## src/sv/qgb_pkg.sv

```systemverilog
package qgb_pkg;

  localparam int MAX_RESULTS = 32;
  localparam int CW = 36;

  typedef enum logic [1:0] {
    CMD_INSERT  = 2'd0,
    CMD_QUERY   = 2'd1,
    CMD_CLEAR   = 2'd2,
    CMD_UNKNOWN = 2'd3
  } cmd_t;

  typedef enum logic [2:0] {
    CFG_CENTER_X    = 3'd0,
    CFG_CENTER_Z    = 3'd1,
    CFG_HALF_WIDTH  = 3'd2,
    CFG_HALF_HEIGHT = 3'd3,
    CFG_TREE_LEVELS = 3'd4
  } cfg_idx_t;

  typedef struct packed {
    logic cnt_rd;
    logic cnt_wr;
    logic slot_rd;
    logic slot_wr;
    logic clear;
  } store_ctl_t;

endpackage

```

## src/sv/qgb_split.sv

```systemverilog
module qgb_split import qgb_pkg::*; #(
  parameter int MAX_LEVELS = 4,
  localparam int NN = 1 << MAX_LEVELS
) (
  input  logic               clk,
  input  logic               start,
  input  logic               step,
  input  logic signed [31:0] center,
  input  logic        [30:0] half,
  input  logic signed [31:0] pos,
  output logic      [NN-1:0] hit
);

  logic signed [CW-1:0] ctr [NN];
  logic signed [CW-1:0] nc [NN];
  logic        [NN-1:0] nhit;
  logic        [30:0]   h;
  logic        [30:0]   h2;
  logic signed [CW-1:0] h2s;
  logic signed [CW-1:0] ps;

  assign h2  = {1'b0, h[30:1]};
  assign h2s = signed'(CW'(h2));
  assign ps  = CW'(pos);

  // one lane per node; node i at a level has parent i/2 and side i%2
  for (genvar i = 0; i < NN; i++) begin : g_lane
    logic signed [CW-1:0] lo;
    logic signed [CW-1:0] hi;
    assign nc[i]   = ctr[i / 2] + ((i % 2 == 1) ? h2s : -h2s);
    assign lo      = nc[i] - h2s;
    assign hi      = nc[i] + h2s;
    assign nhit[i] = hit[i / 2] && (ps >= lo) && (ps <= hi);
  end

  always_ff @(posedge clk) begin
    if (start) begin
      for (int i = 0; i < NN; i++) ctr[i] <= CW'(center);
      hit <= '1;
      h   <= half;
    end else if (step) begin
      for (int i = 0; i < NN; i++) ctr[i] <= nc[i];
      hit <= nhit;
      h   <= h2;
    end
  end

endmodule

```

## config.mk

```make
export PLATFORM = sky130hd
export DESIGN_NAME = qgb_split
export DESIGN_NICKNAME = d
export VERILOG_FILES = /design/src/sv/qgb_pkg.sv /design/src/sv/qgb_split.sv
export SDC_FILE = /design/constraint.sdc
export NUM_CORES = 2
export LEC_CHECK = 0
export ABC_AREA = 0
export BUFFER_PORTS_ARGS = -buffer_cell sky130_fd_sc_hd__buf_2
export CORE_MARGIN = 2
export CORE_UTILIZATION = 65
export CTS_CLUSTER_DIAMETER = 50
export DETAILED_ROUTE_END_ITERATION = 6
export PLACE_DENSITY = 0.88
export REMOVE_ABC_BUFFERS = 1
export SETUP_SLACK_MARGIN = 0.4
export SYNTH_ARGS = -nofsm -noshare
export SYNTH_HDL_FRONTEND = slang
export SYNTH_SLANG_ARGS = --single-unit
```

## constraint.sdc

```tcl
create_clock -name clk -period 16.8 [get_ports clk]
set_input_delay 4.2 -clock clk [delete_from_list [all_inputs] [get_ports clk]]
set_output_delay 4.2 -clock clk [all_outputs]
set_load 0.005 [all_outputs]
```

Yosys cells after proc, flatten, opt, wreduce, memory -nomap -nowiden --
Memories as Yosys holds them, arrays and structs flattened. Index checks and enable logic that the tools add are counted.
Storage, ports and cells: register bits 47, bits in writable memories 576, input port bits 98, word-level logic and storage cells 156, memories kept 1
Cells by class: add/subtract/negate cells 49, order comparisons 32, muxes and demuxes 23, bitwise gates (word level) 16, reductions and logical operators 33
Memory list:
- ctr | words 16, bits a word 36, read ports 8, clocked after Yosys merged registers in 0, write ports 16, line qgb_split.sv:14 | logic signed [CW-1:0] ctr [NN];
Operators with widths (count):
- 36-bit by 31-bit adder with 36-bit output | 24
- 32-bit by 36-bit >= comparator with 1-bit output | 16
- 32-bit by 36-bit <= comparator with 1-bit output | 16
- 36-bit 2-to-1 mux | 16
- 36-bit by 31-bit subtractor with 36-bit output | 16
- 36-bit adder | 8
- 31-bit 2-to-1 mux | 2
- 30-bit negation with 36-bit output | 1
- 1-bit logical AND | 32
- 1-bit bitwise OR | 16
- 1-bit 2-to-1 mux | 5
- 2-bit nonzero test | 1

Depth between registers and ports, before layout --
depth after elaboration 6, gate-level depth with buffers 44

Least setup slack after synthesis --
Ideal clock, no wire load.
path type reg2reg, from reg h[2], to reg hit[4], setup time 78 ps, data arrival time 9747 ps, data required time 16722 ps, slack 6975 ps, cell stages (with the launch flop) 39, cell sequence edfxtp_1 -> inv_1 -> ha_1 -> nand3_1 -> nor4_1 -> xnor2_1 -> ha_1 -> a21o_1 -> a21o_1 -> a21o_1 -> a31o_2 -> a41o_1 -> a221o_1 -> a21oi_1 -> o21a_1 -> o21bai_1 -> a21oi_1 -> xnor2_1 -> (+3 left out) -> nor2_1 -> a21oi_1 -> or4_1 -> a31oi_1 -> nor3_1 -> or2_2 -> nand4_1 -> xnor2_1 -> ha_1 -> nand3_1 -> nor2_1 -> nand2_1 -> nor3_1 -> a21oi_1 -> o21ai_0 -> mux2i_1 -> o31a_1 -> nor3_1
Between the ends: word-level cells in the longest chain between the ends 6, elaborated cells between the ends (all ways) 8, those cells by class 4 x add/sub; 2 x order compare; 2 x reduce/logical
Ends and longest elaborated chain:
- start, declared | line qgb_split.sv:17 | logic [30:0] h;
- start signal, assigned | line qgb_split.sv:40 | h <= half;
- 30-bit negation with 36-bit output
- 36-bit adder | line qgb_split.sv:30 | assign nc[i] = ctr[i / 2] + ((i % 2 == 1) ? h2s : -h2s);
- 36-bit by 31-bit subtractor with 36-bit output | line qgb_split.sv:31 | assign lo = nc[i] - h2s;
- 32-bit by 36-bit >= comparator with 1-bit output | line qgb_split.sv:33 | assign nhit[i] = hit[i / 2] && (ps >= lo) && (ps <= hi);
- 1-bit logical AND | line qgb_split.sv:33
- 1-bit logical AND (*) | line qgb_split.sv:33
- end signal, assigned | line qgb_split.sv:43 | hit <= nhit;
- end, declared | line qgb_split.sv:11 | output logic [NN-1:0] hit
Mark *: on every way between the ends. The rest lies on a longest branch, timed or not. A chain may end at the register's enable or synchronous reset.

Worst setup path in the final report --
from reg h[7], to reg hit[2]
Same word-level chain as after synthesis.

==> results.sh <==
export IMPL_outcome="finished, violations left"
export IMPL_violations="max-capacitance violations"
export IMPL_fin_util_pct=69.0
export IMPL_layout_drive_gt1_share_pct=4.21
export IMPL_nFillCells=14100
export IMPL_htree_levels=3
export IMPL_timing_hold_ws_ps=469
export IMPL_cts_tree="built"
export IMPL_total_power_uw=24700
export IMPL_r2r_end="hit[2]"
export IMPL_rows=150
export IMPL_crit_end="hit[2]"
export IMPL_period_needed_ps=12050
export IMPL_grt_total_usage_pct=46.7
export IMPL_seqPwrFrac_pct=4.9
export IMPL_ir_worst_vdd_uv=166
export IMPL_cap_violations=1
export IMPL_synthMuxAreaShare_pct=0.112
export IMPL_place_area_um2=113000
export IMPL_path_max_fanout=28
export IMPL_cts_buffers=74
export IMPL_synth_main_ff_cell="edfxtp_1"
export IMPL_antenna_found_initial=15
export IMPL_crit_top_cell="nor2_1"
export IMPL_synth_enable_flop_cells=311
export IMPL_routed_via_count=114000
export IMPL_synth_async_reset_ratio_pct=0
export IMPL_max_clock_freq_mhz=83.0
export IMPL_ys_warn_count=0
export IMPL_finalSetupTns_ps=0
export IMPL_core_um2=167000
export IMPL_worstPathRequired_ps=17410
export IMPL_grt_overflow=0
export IMPL_hp_class="flop to flop"
export IMPL_viasPerCell=6.93
export IMPL_insertion_delay_ps=730
export IMPL_cpPeakStageDelay_ps=1220
export IMPL_cts_buffer_depth=3
export IMPL_wl_per_cell_um=25.5
export IMPL_nets=16900
export IMPL_yosys_area_share_simple_pct=18.1
export IMPL_ys_seq_elements=327
export IMPL_finalWeightedCongestion=1.08
export IMPL_fin_area_um2=115000
export IMPL_power_density_nw_per_um2=214
export IMPL_p_int_uw=10900
export IMPL_clock_power_share_pct=6.0
export IMPL_synthAdderAreaFrac_pct=30.3
export IMPL_swShare_pct=55.9
export IMPL_crit_arrival_ps=12660
export IMPL_drt_pass1_iter_count=7
export IMPL_clkSinkCount=327
export IMPL_start_util_pct=65.5
export IMPL_r2r_cells=31
export IMPL_dieWidth_um=414
export IMPL_synth_xor_area_share_pct=12.8
export IMPL_netlist_instances=14200
export IMPL_drc_errors=0
export IMPL_setup_worst_path_start_class="flop"
export IMPL_grt_pass1_wl_um=621000
export IMPL_slowest_stage="nor4_1"
export IMPL_maxSlewViolCount=0
export IMPL_wl_um=420000
export IMPL_regArea_um2=9660
export IMPL_worst_pin_slew_ps=1450
export IMPL_first_global_vias=112000
export IMPL_areaGrowthSynthToFinish_pct=5.43
export IMPL_synth_compound_area_share_pct=26.4
export IMPL_clockRootBuffer="clkbuf_16"
export IMPL_finalCritPeriodShare_pct=71.7
export IMPL_syn_avg_cell_area_um2=7.71
export IMPL_grt_max_degree=76
export IMPL_multi_input_area_um2=96000
export IMPL_cts_clk_slew_worst_paths_ps=60
export IMPL_cts_setup_buffers=0
export IMPL_startpoint="h[7]"
export IMPL_post_cts_resize_count=0
export IMPL_hold_buffers=0
export IMPL_die_y_um=414
export IMPL_relSlewSlack_pct=2.43
export IMPL_hold_start="hit[10]"
export IMPL_p_leak_uw=0.0545
export IMPL_rrSetupSlack_ps=4750
export IMPL_end_kind="flop"
export IMPL_rsz0062_at_grt="no"
export IMPL_power_switching_uw=13800
export IMPL_synth_seq_area_share_pct=8.83
export IMPL_report_final_hold_viol_count=0
export IMPL_drtIter0Drc=12800
export IMPL_combPwrFrac_pct=89.1
export IMPL_finClkSkew_ps=67.1
export IMPL_synth_cell_types=111
export IMPL_io_pins=114
export IMPL_ant_nets=0
export IMPL_synth_top_family_by_area="adder cells"
export IMPL_dieArea_um2=172000
export IMPL_syn_area_um2=109000
export IMPL_portBuffers=112
export IMPL_crit_type="flop to flop"
export IMPL_worstReg2RegStart="h[7]"
export IMPL_setup_viol=0
export IMPL_dp_hpwl_um=340000
## flip-flops by register name (all words and copies together) (netlist names)
signal  count
ctr       281
h          30
hit        16
## area by class of cell
type | count | share of cell area (%)
Tap cell | 2204 | 2.39
Inverter | 644 | 2.10
Timing Repair Buffer | 300 | 1.72
Multi-Input combinational cell | 12900 | 83.3
Antenna cell | 5 | 0.0109
Clock buffer | 83 | 1.65
Clock inverter | 50 | 0.483
Sequential cell | 327 | 8.38
## metal layers
layer | up-vias | share of wire (%) | track usage, %
li1 | 52200 | - | -
met1 | 53000 | 34 | 51.7
met2 | 6839 | 43 | 73.8
met3 | 2159 | 12 | 9.99
met4 | 20 | 12 | 45.9
met5 | - | 0.030 | 0
## power by group through the flow
stage / Clock (uW) / Sequential, uW / Combinational [uW]
2_1_floorplan: 0 / 1160 / 16000
4_1_cts: 1480 / 1190 / 21400
5_1_grt: 1510 / 1210 / 24100
3_5_place_dp: 0 / 1210 / 21200
6_report: 1490 / 1210 / 22000
3_3_place_gp: 0 / 1200 / 20700
## synthesized netlist by cell type, types with 30 or more instances
master,count,area [um2]
nor2_1,1184,4440
or2_2,72,450
o41ai_1,34,298
a211oi_1,107,803
clkbuf_1,321,1200
o31ai_1,104,781
o21bai_1,295,2210
nor2b_1,250,1560
or4_1,32,240
or3_1,78,488
inv_1,636,2390
ha_1,2576,32200
xor2_1,404,3540
nand2b_1,268,1680
fa_1,46,921
xnor2_1,1182,10400
nand4_1,330,2060
a41oi_1,32,280
o21a_1,156,1170
a211o_1,31,272
a21o_1,830,6230
nand2_1,1025,3850
nor3b_1,30,225
and2_1,48,300
nand3_1,265,1330
o211ai_1,65,488
edfxtp_1,311,9340
a221oi_1,40,350
a221o_1,32,320
o21ai_0,751,3760
a2111oi_0,36,315
nor3_1,288,1440
a21oi_1,1574,7880
and3_1,87,544
nor4_1,67,419
a31oi_1,114,713
## per-stage QoR
step                setup slack, ps  cells
finish                         4750  16500
global route                   4880  16500
CTS                            5900  16500
detailed placement             5870  16300
global placement               5960  16300
floorplan                      2140  13800
## how the worst min path moves through the flow
stage / end / slack, ps / cells past startpoint
3_3_place_gp: hit[10] / 450 / 2
2_1_floorplan: hit[15] / 460 / 2
4_1_cts: hit[15] / 470 / 2
3_5_place_dp: hit[10] / 460 / 2
6_report: hit[10] / 470 / 2
5_1_grt: hit[15] / 490 / 2
## worst max-delay path, delay by kind of cell, from the launching register on
kind	cells	cell delay, ps
buf+inv	4	1640
flops	1	350
compound gates	8	3010
xor+xnor	3	690
simple gates	13	5070
fa+ha+maj	3	1160
## cell usage in the layout (no fill, tap or decap), drive strengths merged, types with 68 or more instances in the layout
cell and instances:
nand2 1026, and3 87, nor2 1185, inv 658, a21oi 1575, or2 74
or3 78, a31oi 114, nand2b 268, a21o 830, o21ai 769, clkbuf 83
nand3 267, o31ai 110, edfxtp 311, nor4 68, a211oi 108, buf 300
o21bai 295, nor3 289, nand4 330, ha 2576, nor2b 250, xnor2 1184
o21a 156, xor2 406
## kinds of logic (layout without fill, tap and decap cells)
logic type / count (synthesis) / in the layout
AND/OR/NAND/NOR: 4111 / 4111
flip-flops: 327 / 327
multiplexers: 12 / 12
XOR/XNOR: 1590 / 1590
other: 0 / 5
buffers and inverters: 993 / 1077
AO/OA/AOI/OAI: 4529 / 4529
adder cells (fa/ha/maj): 2622 / 2622
No activity file was read; power rests on OpenSTA's default activity.
